==> src/hw/rtl/stsr_pkg.sv <==
// Shared types, constants and helper functions for the timed stepper run block.
package stsr_pkg;

    localparam int unsigned CFG_IDX_W  = 2;
    localparam int unsigned CFG_DATA_W = 16;

    localparam logic [CFG_IDX_W-1:0] CFG_STALL_THRESHOLD = 2'd0;
    localparam logic [CFG_IDX_W-1:0] CFG_STALL_TIME      = 2'd1;
    localparam logic [CFG_IDX_W-1:0] CFG_CLEANING_LENGTH = 2'd2;

    localparam logic [11:0] RST_STALL_THRESHOLD = 12'd1350;
    localparam logic [7:0]  RST_STALL_TIME      = 8'd100;
    localparam logic [15:0] RST_CLEANING_LENGTH = 16'd15000;

    localparam logic [4:0] RST_PRESCALE = 5'd3;
    localparam logic [7:0] EXAM_MAX     = 8'd255;

    localparam logic       CMD_START = 1'b0;
    localparam logic       CMD_TICK  = 1'b1;
    localparam logic [2:0] SPEED_STALL_CHECK = 3'd4;

    localparam logic [2:0] SPEED_FAST   = 3'd1;
    localparam logic [2:0] SPEED_MEDIUM = 3'd2;
    localparam logic [2:0] SPEED_QUICK  = 3'd3;
    localparam logic [4:0] RELOAD_FAST    = 5'd3;
    localparam logic [4:0] RELOAD_MEDIUM  = 5'd6;
    localparam logic [4:0] RELOAD_QUICK   = 5'd2;
    localparam logic [4:0] RELOAD_DEFAULT = 5'd20;

    localparam logic [3:0] PHASE_A_TOP = 4'd7;
    localparam logic [3:0] PHASE_B_TOP = 4'd9;
    localparam logic [3:0] PHASE_C_TOP = 4'd11;
    localparam logic [3:0] PHASE_D_TOP = 4'd13;
    localparam logic [3:0] PHASE_A_FLOOR = 4'd0;
    localparam logic [3:0] PHASE_B_FLOOR = 4'd2;
    localparam logic [3:0] PHASE_C_FLOOR = 4'd4;
    localparam logic [3:0] PHASE_D_FLOOR = 4'd6;
    localparam logic [3:0] WINDOW_LEN    = 4'd5;

    typedef struct packed {
        logic        cmd;
        logic        direction;
        logic [2:0]  speed_code;
        logic [15:0] run_ticks;
        logic [11:0] adc_sample;
    } t_in_item;

    typedef struct packed {
        logic coil_one;
        logic coil_two;
        logic coil_three;
        logic coil_four;
        logic running;
        logic finished;
        logic stalled;
        logic buzzer_request;
    } t_out_item;

    typedef struct packed {
        logic [11:0] stall_threshold;
        logic [7:0]  stall_time;
        logic [15:0] cleaning_length;
    } t_cfg;

    typedef struct packed {
        logic [4:0]  prescale_count;
        logic [3:0]  phase_a;
        logic [3:0]  phase_b;
        logic [3:0]  phase_c;
        logic [3:0]  phase_d;
        logic [15:0] ticks_left;
        logic        run_active;
        logic        cleaning_run;
        logic        dir_latched;
        logic [2:0]  speed_latched;
        logic [7:0]  exam_count;
        logic        buzz_flag;
    } t_state;

    function automatic logic [4:0] reload_for(input logic [2:0] code);
        logic [4:0] r;
        case (code)
            SPEED_FAST:   r = RELOAD_FAST;
            SPEED_MEDIUM: r = RELOAD_MEDIUM;
            SPEED_QUICK:  r = RELOAD_QUICK;
            default:      r = RELOAD_DEFAULT;
        endcase
        return r;
    endfunction

    function automatic logic [3:0] phase_next(input logic [3:0] p, input logic [3:0] top,
                                              input logic [3:0] floor);
        logic [4:0] s;
        s = {1'b0, p} + 5'd1;
        return (s > {1'b0, top}) ? floor : s[3:0];
    endfunction

    function automatic logic in_window(input logic [3:0] p, input logic [3:0] floor);
        logic [4:0] hi;
        hi = {1'b0, floor} + {1'b0, WINDOW_LEN};
        return (p >= floor) && ({1'b0, p} < hi);
    endfunction

endpackage

==> src/hw/rtl/stsr_cfg_regs.sv <==
// Configuration register file for the stall threshold, stall time and cleaning length.
module stsr_cfg_regs (
    input  logic                             i_clk,
    input  logic                             i_rst_n,
    input  logic                             i_wr_en,
    input  logic [stsr_pkg::CFG_IDX_W-1:0]   i_wr_index,
    input  logic [stsr_pkg::CFG_DATA_W-1:0]  i_wr_data,
    output stsr_pkg::t_cfg                   o_cfg
);

    stsr_pkg::t_cfg r_cfg;
    stsr_pkg::t_cfg n_cfg;

    always_comb begin
        n_cfg = r_cfg;
        if (i_wr_en) begin
            unique case (i_wr_index)
                stsr_pkg::CFG_STALL_THRESHOLD: n_cfg.stall_threshold = i_wr_data[11:0];
                stsr_pkg::CFG_STALL_TIME:      n_cfg.stall_time      = i_wr_data[7:0];
                stsr_pkg::CFG_CLEANING_LENGTH: n_cfg.cleaning_length = i_wr_data[15:0];
                default:                       n_cfg = r_cfg;
            endcase
        end
    end

    always_ff @(posedge i_clk) begin
        if (!i_rst_n) begin
            r_cfg.stall_threshold <= stsr_pkg::RST_STALL_THRESHOLD;
            r_cfg.stall_time      <= stsr_pkg::RST_STALL_TIME;
            r_cfg.cleaning_length <= stsr_pkg::RST_CLEANING_LENGTH;
        end else begin
            r_cfg <= n_cfg;
        end
    end

    assign o_cfg = r_cfg;

endmodule

==> src/hw/rtl/stsr_step.sv <==
// Run state registers and the single-pass update that turns one beat into one result.
module stsr_step (
    input  logic                i_clk,
    input  logic                i_rst_n,
    input  logic                i_fire,
    input  stsr_pkg::t_in_item  i_item,
    input  stsr_pkg::t_cfg      i_cfg,
    output stsr_pkg::t_out_item o_result
);

    stsr_pkg::t_state r_st;
    stsr_pkg::t_state n_st;

    always_comb begin
        logic [4:0] pre_dec;
        logic       wa, wb, wc, wd;
        logic       fin, stl;
        n_st     = r_st;
        fin      = 1'b0;
        stl      = 1'b0;
        o_result = '0;
        pre_dec  = r_st.prescale_count - 5'd1;

        if (i_item.cmd == stsr_pkg::CMD_START) begin
            n_st.dir_latched   = i_item.direction;
            n_st.speed_latched = i_item.speed_code;
            n_st.ticks_left    = i_item.run_ticks;
            n_st.cleaning_run  = i_item.run_ticks > i_cfg.cleaning_length;
            n_st.run_active    = i_item.run_ticks != 16'd0;
            fin                = i_item.run_ticks == 16'd0;
        end else begin
            if (r_st.exam_count < stsr_pkg::EXAM_MAX) begin
                n_st.exam_count = r_st.exam_count + 8'd1;
            end
            if (r_st.run_active) begin
                n_st.ticks_left     = r_st.ticks_left - 16'd1;
                n_st.prescale_count = pre_dec;
                if (pre_dec == 5'd0) begin
                    n_st.phase_a = stsr_pkg::phase_next(r_st.phase_a, stsr_pkg::PHASE_A_TOP,
                                                        stsr_pkg::PHASE_A_FLOOR);
                    n_st.phase_b = stsr_pkg::phase_next(r_st.phase_b, stsr_pkg::PHASE_B_TOP,
                                                        stsr_pkg::PHASE_B_FLOOR);
                    n_st.phase_c = stsr_pkg::phase_next(r_st.phase_c, stsr_pkg::PHASE_C_TOP,
                                                        stsr_pkg::PHASE_C_FLOOR);
                    n_st.phase_d = stsr_pkg::phase_next(r_st.phase_d, stsr_pkg::PHASE_D_TOP,
                                                        stsr_pkg::PHASE_D_FLOOR);
                    n_st.prescale_count = stsr_pkg::reload_for(r_st.speed_latched);
                end
                if (r_st.speed_latched == stsr_pkg::SPEED_STALL_CHECK) begin
                    if ((i_item.adc_sample > i_cfg.stall_threshold) && !r_st.cleaning_run) begin
                        if (n_st.exam_count > i_cfg.stall_time) begin
                            n_st.run_active = 1'b0;
                            n_st.buzz_flag  = 1'b1;
                            fin             = 1'b1;
                            stl             = 1'b1;
                        end
                    end else begin
                        n_st.exam_count = 8'd0;
                    end
                end
                if (n_st.run_active && (n_st.ticks_left == 16'd0)) begin
                    n_st.run_active = 1'b0;
                    fin             = 1'b1;
                end
            end
        end

        wa = n_st.phase_a < stsr_pkg::WINDOW_LEN;
        wb = stsr_pkg::in_window(n_st.phase_b, stsr_pkg::PHASE_B_FLOOR);
        wc = stsr_pkg::in_window(n_st.phase_c, stsr_pkg::PHASE_C_FLOOR);
        wd = stsr_pkg::in_window(n_st.phase_d, stsr_pkg::PHASE_D_FLOOR);

        if (n_st.run_active) begin
            if (n_st.dir_latched) begin
                o_result.coil_one   = wa;
                o_result.coil_two   = wb;
                o_result.coil_four  = wc;
                o_result.coil_three = wd;
            end else begin
                o_result.coil_three = wa;
                o_result.coil_four  = wb;
                o_result.coil_two   = wc;
                o_result.coil_one   = wd;
            end
        end
        o_result.running        = n_st.run_active;
        o_result.finished       = fin;
        o_result.stalled        = stl;
        o_result.buzzer_request = n_st.buzz_flag;
    end

    always_ff @(posedge i_clk) begin
        if (!i_rst_n) begin
            r_st.prescale_count <= stsr_pkg::RST_PRESCALE;
            r_st.phase_a        <= 4'd0;
            r_st.phase_b        <= 4'd0;
            r_st.phase_c        <= 4'd0;
            r_st.phase_d        <= 4'd0;
            r_st.ticks_left     <= 16'd0;
            r_st.run_active     <= 1'b0;
            r_st.cleaning_run   <= 1'b0;
            r_st.dir_latched    <= 1'b0;
            r_st.speed_latched  <= 3'd0;
            r_st.exam_count     <= 8'd0;
            r_st.buzz_flag      <= 1'b0;
        end else if (i_fire) begin
            r_st <= n_st;
        end
    end

endmodule

==> src/hw/rtl/stepper_timed_run_stall_stop_top.sv <==
// Top level of the timed stepper run with stall stop: beat registers and block wiring.
//
//   channel | direction | handshake              | payload
//   in      | sink      | i_in_valid / o_in_stall   | t_in_item
//   out     | source    | o_out_valid / i_out_stall | t_out_item
//   cfg     | sink      | i_cfg_valid / o_cfg_ready | index + data
//
// One beat per cycle unless the out side stalls; a beat passes the input
// register, then the result register. Run state updates as the beat leaves
// the input register. Reset is synchronous and sets all run state and the
// registers to their defaults. A stall on the out side holds the result
// register and, once the input register is full too, raises o_in_stall.
module stepper_timed_run_stall_stop_top (
    input  logic                             i_clk,
    input  logic                             i_rst_n,
    input  logic                             i_in_valid,
    output logic                             o_in_stall,
    input  stsr_pkg::t_in_item               i_in_data,
    output logic                             o_out_valid,
    input  logic                             i_out_stall,
    output stsr_pkg::t_out_item              o_out_data,
    input  logic                             i_cfg_valid,
    output logic                             o_cfg_ready,
    input  logic [stsr_pkg::CFG_IDX_W-1:0]   i_cfg_index,
    input  logic [stsr_pkg::CFG_DATA_W-1:0]  i_cfg_data
);

    logic                r_in_valid;
    stsr_pkg::t_in_item  r_in_item;
    logic                r_out_valid;
    stsr_pkg::t_out_item r_out_item;
    stsr_pkg::t_out_item step_result;
    stsr_pkg::t_cfg      cfg;
    logic                out_free;
    logic                fire;
    logic                in_take;

    assign out_free   = !r_out_valid || !i_out_stall;
    assign fire       = r_in_valid && out_free;
    assign in_take    = i_in_valid && !o_in_stall;
    assign o_in_stall = r_in_valid && !out_free;
    assign o_cfg_ready = 1'b1;

    stsr_cfg_regs u_cfg (
        .i_clk      (i_clk),
        .i_rst_n    (i_rst_n),
        .i_wr_en    (i_cfg_valid && o_cfg_ready),
        .i_wr_index (i_cfg_index),
        .i_wr_data  (i_cfg_data),
        .o_cfg      (cfg)
    );

    stsr_step u_step (
        .i_clk    (i_clk),
        .i_rst_n  (i_rst_n),
        .i_fire   (fire),
        .i_item   (r_in_item),
        .i_cfg    (cfg),
        .o_result (step_result)
    );

    always_ff @(posedge i_clk) begin
        if (!i_rst_n) begin
            r_in_valid  <= 1'b0;
            r_out_valid <= 1'b0;
        end else begin
            if (in_take) begin
                r_in_valid <= 1'b1;
            end else if (fire) begin
                r_in_valid <= 1'b0;
            end
            if (fire) begin
                r_out_valid <= 1'b1;
            end else if (out_free) begin
                r_out_valid <= 1'b0;
            end
        end
    end

    always_ff @(posedge i_clk) begin
        if (in_take) begin
            r_in_item <= i_in_data;
        end
        if (fire) begin
            r_out_item <= step_result;
        end
    end

    assign o_out_valid = r_out_valid;
    assign o_out_data  = r_out_item;

endmodule

==> config.mk <==
export PLATFORM = sky130hd
export DESIGN_NAME = stepper_timed_run_stall_stop_top
export DESIGN_NICKNAME = d
export VERILOG_FILES = /design/src/hw/rtl/stsr_pkg.sv /design/src/hw/rtl/stsr_cfg_regs.sv /design/src/hw/rtl/stsr_step.sv /design/src/hw/rtl/stepper_timed_run_stall_stop_top.sv
export SDC_FILE = /design/constraint.sdc
export NUM_CORES = 1
export LEC_CHECK = 0
export ABC_AREA = 1
export ABC_CLOCK_PERIOD_IN_PS = 3070
export BUFFER_PORTS_ARGS = -buffer_cell sky130_fd_sc_hd__buf_2
export CAP_MARGIN = 20
export CORE_MARGIN = 2
export CORE_UTILIZATION = 45
export CTS_BUF_LIST = sky130_fd_sc_hd__clkbuf_8
export DETAILED_ROUTE_END_ITERATION = 10
export GPL_TIMING_DRIVEN = 0
export PLACE_DENSITY_LB_ADDON = 0.1
export SLEW_MARGIN = 30
export SYNTH_ARGS = -nofsm -noshare
export SYNTH_HDL_FRONTEND = slang
export SYNTH_HIERARCHICAL = 1
export SYNTH_SLANG_ARGS = --single-unit
export TNS_END_PERCENT = 20
==> constraint.sdc <==
create_clock -name i_clk -period 3.07 [get_ports i_clk]
set_clock_uncertainty 0.15 [all_clocks]
set_input_delay 0.4605 -clock i_clk [delete_from_list [all_inputs] [get_ports i_clk]]
set_output_delay 0.4605 -clock i_clk [all_outputs]
set_load 0.005 [all_outputs]
==> results of run 1 <==
worst max-delay path, cell delays in order, from the launching register on:
cell and delay [ns]:
dfxtp_2 0.36, ha_4 0.15, nand2_4 0.06, inv_2 0.06, nand4_1 0.14, nor2_4 0.20
mux2_4 0.35, ha_4 0.27, a21oi_2 0.05, o21ai_1 0.13, nand2_1 0.09, a21boi_2 0.14
nand4_1 0.18, nand2_1 0.18, nand2_2 0.08, nand2_4 0.10, nor2_1 0.06
layer usage:
metal,track usage,up-vias,part of all wire
met5,0,-,0
met4,0.0586,0,0.013
met3,0.0490,17,0.034
met2,0.356,105,0.48
met1,0.265,2967,0.48
li1,-,3416,-
final timing paths:
kind	slack [ns]	cells after the start	end
worst max-delay path	0.08	16	o_out_data[5]$_DFFE_PP_
worst min-delay path	0.04	1	r_in_item[24]$_DFFE_PP_
worst max register to register	0.08	16	o_out_data[5]$_DFFE_PP_
worst min register to register	0.31	2	u_cfg/o_cfg[18]$_SDFFE_PN1P_
where the power goes:
group	internal [mW]	switching [mW]	leakage, nW	total, mW
clock network	0.878	0.699	0.218	1.58
logic	0.233	0.396	2.77	0.629
registers	1.88	0.0691	1.14	1.95
total	2.99	1.16	4.13	4.16
repair_timing:
action	in CTS	in global routing
cloned	0	0
pin swaps	6	15
resized for setup	14	19
endpoints found under the hold margin	0	1
setup buffers	4	2
endpoints found under the setup margin	21	14
hold buffers	0	1
through the flow:
stage          hold WS (ns)  utilization  instance area [um^2]  TNS [ns]  setup slack, ns
2_1_floorplan         0.279            -                  7340         0            0.142
3_3_place_gp          0.294        0.499                  7930     -4.72           -0.336
3_5_place_dp          0.298        0.499                  7930     -5.38           -0.390
4_1_cts             0.00439        0.531                  8440   -0.0232          -0.0157
5_1_grt             0.00174        0.536                  8520    -0.452          -0.0853
6_report             0.0365        0.536                  8520         0           0.0848
cells by family (layout without fill, tap and decap cells):
kind of cell | count (synthesis) | in the layout | share of synthesized area
other | 1 | 1 | 0.000511
buffers and inverters | 178 | 279 | 0.0975
AOI/OAI and AO/OA | 146 | 146 | 0.115
muxes | 1 | 1 | 0.00153
adders and majority gates | 49 | 49 | 0.0836
DFF | 131 | 131 | 0.413
and+or+nand+nor | 472 | 472 | 0.276
xor gates and xnor gates | 10 | 10 | 0.0119
cell usage in the layout, fill, tap and decap left out, types with 5 or more instances in the layout:
cell,instances
clkbuf_1,12
edfxtp_1,41
a21oi_1,67
a221oi_1,10
inv_2,7
o21ai_0,38
clkinv_1,5
buf_4,9
xnor2_1,5
inv_1,140
ha_1,47
nor2_1,107
nor3_1,6
nand3_1,85
nand2_2,6
clkbuf_8,17
nand2_1,225
nand4_1,16
buf_2,72
o211ai_1,8
dfxtp_1,86
layout make-up:
type / count / area [um^2]
fillers: 1621 / 7370
multi-input cells: 679 / 3700
flip-flops and latches: 131 / 3040
inverters: 148 / 556
repair buffers: 70 / 372
well taps: 216 / 270
clock buffers: 17 / 234
clock inverters: 15 / 191
plain buffers: 29 / 153
sequential cells by signal, summed over array words and instances, names as in the netlist:
register / cells
u_step/r_st: 52
u_cfg/o_cfg: 36
r_in_item: 33
o_out_data: 8
o_out_valid: 1
r_in_valid: 1
==> results.txt, run 1 <==
Tcrit/Tclk final -> 0.972
max cap viols -> 0
Post-synth ARST share -> 0
Chip Width -> 132 um
critical path data arrival time -> 3.03 ns
DRT Wirelength -> 17.4 mm
Hold Fails Final Rpt -> 0
Ant. Diodes -> 0
CP Capture Type -> register
Fmax -> 0.335 GHz
htree depth -> 4
# setup viols final -> 0
dpl hpwl -> 13.1 mm
ranking of synthesized cells by area -> dfxtp_1, edfxtp_1, nand2_1
clock transition at the registers of the reported paths -> 0.08 ns
sequential area share after synthesis -> 0.413
DRT iter0 DRCs -> 469
Worst R2R Start -> u_step/r_st[2]$_SDFFE_PN0P_
top-count cell post-synth -> nand2_1
Non-Filler Instances -> 1305
Yosys warning count -> 6
gr usage total -> 0.209
worst-margin pin slew -> 0.794 ns
Slew Limit Fails -> 0
DRC -> 0
Post-Syn Area -> 7340 um^2
DR pass1 iterations -> 4
power density over the cells -> 488 nW/um^2
die height -> 132 um
vias in the first global route -> 6260
Tmin final -> 2.99 ns
first-pass GRT wire length -> 29.4 mm
Mapped Nets -> 1093
Post-DRT Antenna Nets -> 0
HP Start -> i_in_data[24]
Layout area overhead -> 16.1%
kind of critical path -> register to register
Cell variety after synth -> 45
row count -> 46
Relative slew margins -> 0.470
CTS Buf Count -> 17
share of the synthesized area in the top cell type -> 0.246
Cells after DPL -> 1268
main flop type after synthesis -> dfxtp_1
Core Box Area -> 15900 um^2
largest area contributor in the netlist -> dfxtp_1
Post-Syn Instances -> 988
Avg Vias per Cell -> 4.98
Critical Path RT -> 3.11 ns
Placer Congestion -> 0.833
peak supply drop -> 0.409 mV
Routed WL per cell -> 13.3 um
Post-synth EDFFs -> 41
RSZ-0062 raised after global routing -> true
CTS tree -> yes
Leak -> 4.13 nW
layout cell share with drive strength beyond 1 -> 0.147
CTS sink count -> 131
routed via count -> 6505
largest net degree at the start of global routing -> 34
Hold WC Path Type -> input pin to register
Nets -> 1181
Clock Tree Root -> clkbuf_8
IO Count -> 67
worst skew pair latency -> 0.44 ns
port buffer count -> 64
clk buf depth -> 2
top cells by count, synth -> nand2_1, inv_1, nor2_1, dfxtp_1, nand3_1
crit path max fanout -> 6
#FFs+latches synth -> 131
Tot Pwr -> 4.16 mW
antenna violations before repair -> 0
total grt overflow -> 0
status -> complete, no violations
syn_area_per_cell -> 7.43 um^2
Worst Setup SP -> u_step/r_st[2]$_SDFFE_PN0P_
initial cell density of the core -> 0.462
crit path launch type -> register
die area -> 17300 um^2
No activity file was read; power rests on OpenSTA's default activity.
==> inputs of run 2 (changes only) <==
ABC_AREA = 0   (was 1)
==> results.txt, run 2 <==
routed via count -> 6491 (was 6505)
largest family of logic cells by synthesized area -> simple AND/OR/NAND/NOR gates (unchanged)
WL met2 -> 9.71 mm (was 8.30 mm)
die area -> 17600 um^2 (was 17300 um^2)
crit path launch type -> register (unchanged)
most frequent cells in the layout -> dfxtp_1, nand2_1, inv_1, buf_2, a21oi_1 (was nand2_1, inv_1, nor2_1)
simple-gate share of the synthesized area -> 0.200 (was 0.276)
CP Capture Type -> register (unchanged)
Register Area -> 3040 um^2 (about the same)
area occupied by multi-input gates -> 4020 um^2 (was 3700 um^2)
Routed WL per cell -> 16.6 um (was 13.3 um)
max reg flops -> 52 (unchanged)
post-synthesis mux area share -> 0.0467 (was 0.00153)
clk buf depth -> 2 (unchanged)
DRT Wirelength -> 19.4 mm (was 17.4 mm)
reg2reg setup slack -> 0.02 ns (was 0.08 ns)
clock transition at the registers of the reported paths -> 0.08 ns (about the same)
Tcrit/Tclk final -> 0.993 (was 0.972)
Compound-Gate Fraction of Synth Area -> 0.185 (was 0.115)
Tot Pwr -> 3.78 mW (was 4.16 mW)
syn_area_per_cell -> 8.91 um^2 (was 7.43 um^2)
Post-synth ARST share -> 0 (unchanged)
first-pass GRT wire length -> 31.1 mm (was 29.4 mm)
power density over the cells -> 437 nW/um^2 (was 488 nW/um^2)
Clock Tree Root -> clkbuf_8 (unchanged)
Yosys warning count -> 6 (unchanged)
dpl hpwl -> 14.5 mm (was 13.1 mm)
Chip Width -> 133 um (was 132 um)
CTS Buf Count -> 17 (unchanged)
max cap viols -> 0 (unchanged)
CTS tree -> yes (unchanged)
top-count cell post-synth -> dfxtp_1 (was nand2_1)
Avg Vias per Cell -> 5.56 (was 4.98)
CTS sink count -> 131 (unchanged)
critical path data arrival time -> 3.18 ns (was 3.03 ns)
peak supply drop -> 0.255 mV (was 0.409 mV)
status -> complete, no violations (unchanged)
Synth Area in XOR/XNOR -> 0.0129 (was 0.0119)
# setup viols final -> 0 (unchanged)
Tmin final -> 3.05 ns (was 2.99 ns)
RSZ-0062 raised after global routing -> true (unchanged)
main flop type after synthesis -> dfxtp_1 (unchanged)
Ant. Diodes -> 0 (unchanged)
row count -> 47 (was 46)
Routed met1 length -> 8.39 mm (was 8.31 mm)
Critical Path RT -> 3.20 ns (was 3.11 ns)
crit path max fanout -> 5 (was 6)
Hold Fails Final Rpt -> 0 (unchanged)
Leak -> 3.53 nW (was 4.13 nW)
DR pass1 iterations -> 5 (was 4)
layout cell share with drive strength beyond 1 -> 0.165 (was 0.147)
Most flops, register -> u_step/r_st (unchanged)
Relative slew margins -> 0.356 (was 0.470)
Nets -> 1040 (was 1181)
htree depth -> 4 (unchanged)
Cell variety after synth -> 79 (was 45)
largest area contributor in the netlist -> dfxtp_1 (unchanged)
share of the synthesized area in the top cell type -> 0.242 (was 0.246)
Post-Syn Instances -> 837 (was 988)
kind of critical path -> register to register (unchanged)
DRC -> 0 (unchanged)
slowest cell on the critical path -> dfxtp_4 (was dfxtp_2)
port buffer count -> 65 (was 64)
vias in the first global route -> 6251 (was 6260)
ranking of synthesized cells by area -> dfxtp_1, edfxtp_1, ha_1 (was dfxtp_1, edfxtp_1, nand2_1)
Fmax -> 0.328 GHz (was 0.335 GHz)
Hold WC Path Type -> input pin to register (unchanged)
commonest non-fill, non-tap cell in the layout -> dfxtp_1 (was nand2_1)
Mapped Nets -> 942 (was 1093)
CP Cell Sequence -> ha_4 -> and2_4 -> nand3_4 -> nand4_1 -> nor2_1 -> xor2_1 -> ha_1 -> a21o_1 -> a21oi_2 -> nor2b_2 -> o31ai_4 -> o21ai_2 -> o22a_2 -> a211oi_2 (was ha_4 -> nand2_4 -> inv_2 -> nand4_1 -> nor2_4 -> mux2_4 -> ha_4 -> a21oi_2 -> o21ai_1 -> nand2_1 -> a21boi_2 -> nand4_1 -> nand2_1 -> nand2_2 -> nand2_4 -> nor2_1)
post-synthesis adder-cell area fraction -> 0.0822 (was 0.0836)
Post-Syn Area -> 7460 um^2 (was 7340 um^2)
sequential area share after synthesis -> 0.407 (was 0.413)
Placer Congestion -> 0.884 (was 0.833)
top sig layer -> met4 (unchanged)
post-route cell area -> 8650 um^2 (was 8520 um^2)
top cells by count, synth -> dfxtp_1, nand2_1, inv_1, a21oi_1, nor2_1 (was nand2_1, inv_1, nor2_1, dfxtp_1, nand3_1)
total grt overflow -> 0 (unchanged)
Post-DRT Antenna Nets -> 0 (unchanged)
met3 wire len -> 1.07 mm (was 585 um)
worst skew pair latency -> 0.44 ns (about the same)
Core Box Area -> 16400 um^2 (was 15900 um^2)
largest net degree at the start of global routing -> 21 (was 34)
Slew Limit Fails -> 0 (unchanged)
filler cell count -> 1512 (was 1621)
worst-margin pin slew -> 0.958 ns (was 0.794 ns)
die height -> 133 um (was 132 um)
Post-synth EDFFs -> 41 (unchanged)
initial cell density of the core -> 0.454 (was 0.462)
#FFs+latches synth -> 131 (unchanged)
antenna violations before repair -> 0 (unchanged)
gr usage total -> 0.223 (was 0.209)
DRT iter0 DRCs -> 433 (was 469)
Layout area overhead -> 16.1% (about the same)
Critical Path Max Stage Delay -> 0.36 ns (about the same)
Area after DPL -> 8110 um^2 (was 7930 um^2)
IO Count -> 67 (unchanged)
## run 2: cell count changes in the layout (fill, tap and decap cells not counted), moves of 10 or more
cell	before	now
o211ai_1	8	20
inv_1	140	73
nand2_1	225	81
nor2b_1	0	19
nand3_1	85	20
a21oi_1	67	56
nor2_1	107	55
mux2i_1	0	31
a21o_1	2	13
clkbuf_1	12	28
nor3_1	6	16
## run 2: layout make-up
| type | instances | share of cell area |
|---|---|---|
| buffer | 44 | 0.0241 |
| clock buffer | 17 | 0.0270 |
| clock inverter | 15 | 0.0156 |
| inverter | 73 | 0.0317 |
| multi-input combinational | 588 | 0.464 |
| sequential | 131 | 0.351 |
| tap | 220 | 0.0318 |
| timing repair buffer | 80 | 0.0541 |
## run 2: power breakdown
part / switching [mW] / internal (mW)
registers: 0.0542 / 1.86
logic: 0.291 / 0.207
clock network: 0.723 / 0.646
## run 2: what timing repair did
| item | CTS | global route |
|---|---|---|
| setup endpoints to repair | 10 | 18 |
| setup buffers | 7 | 3 |
| resized for setup | 10 | 7 |
| endpoints found under the hold margin | 0 | 4 |
| pin swaps | 10 | 1 |
| hold buffers | 0 | 4 |
## run 2: final timing paths
kind	start	to	cells past startpoint
setup / recovery	u_step/r_st[1]$_SDFFE_PN0P_	o_out_data[4]$_DFFE_PP_	14
setup reg to reg	u_step/r_st[1]$_SDFFE_PN0P_	o_out_data[4]$_DFFE_PP_	14
hold reg to reg	u_cfg/o_cfg[28]$_SDFFE_PN0P_	u_cfg/o_cfg[28]$_SDFFE_PN0P_	2
hold / removal	i_in_data[25]	r_in_item[25]$_DFFE_PP_	1
## run 2: cells by family (layout without fill, tap and decap cells)
group	Yosys count	after routing
fa+ha+maj	49	49
other cells	1	1
buf+inv	118	229
mux	34	34
compound gates	209	209
flops	131	131
simple gates	284	284
xor+xnor	11	11
## run 2: through the flow
stage	util	setup slack [ns]	cells	hold WS [ns]	TNS, ns
after floorplan	-	0.0137	837	0.271	0
after global placement	0.492	-1.30	1122	0.282	-54.82
after detailed placement	0.494	-0.437	1123	0.302	-3.59
after CTS	0.522	0.000968	1161	0.0100	0
after global routing	0.527	-0.111	1168	0.000835	-0.490
final	0.527	0.0226	1168	0.0387	0
## run 2: routing by layer
layer,track usage,vias to the layer above
met3,0.0513,18
met4,0.0639,0
met1,0.276,3060
met2,0.389,192
met5,0,-
li1,-,3221
## run 2: worst max-delay path, delay by kind of cell (launching register included)
kind	cells	cell delay (ns)
AO/OA/AOI/OAI	6	1.13
XOR/XNOR	1	0.23
adder cells (fa/ha/maj)	2	0.44
flip-flops	1	0.36
AND/OR/NAND/NOR	5	0.58
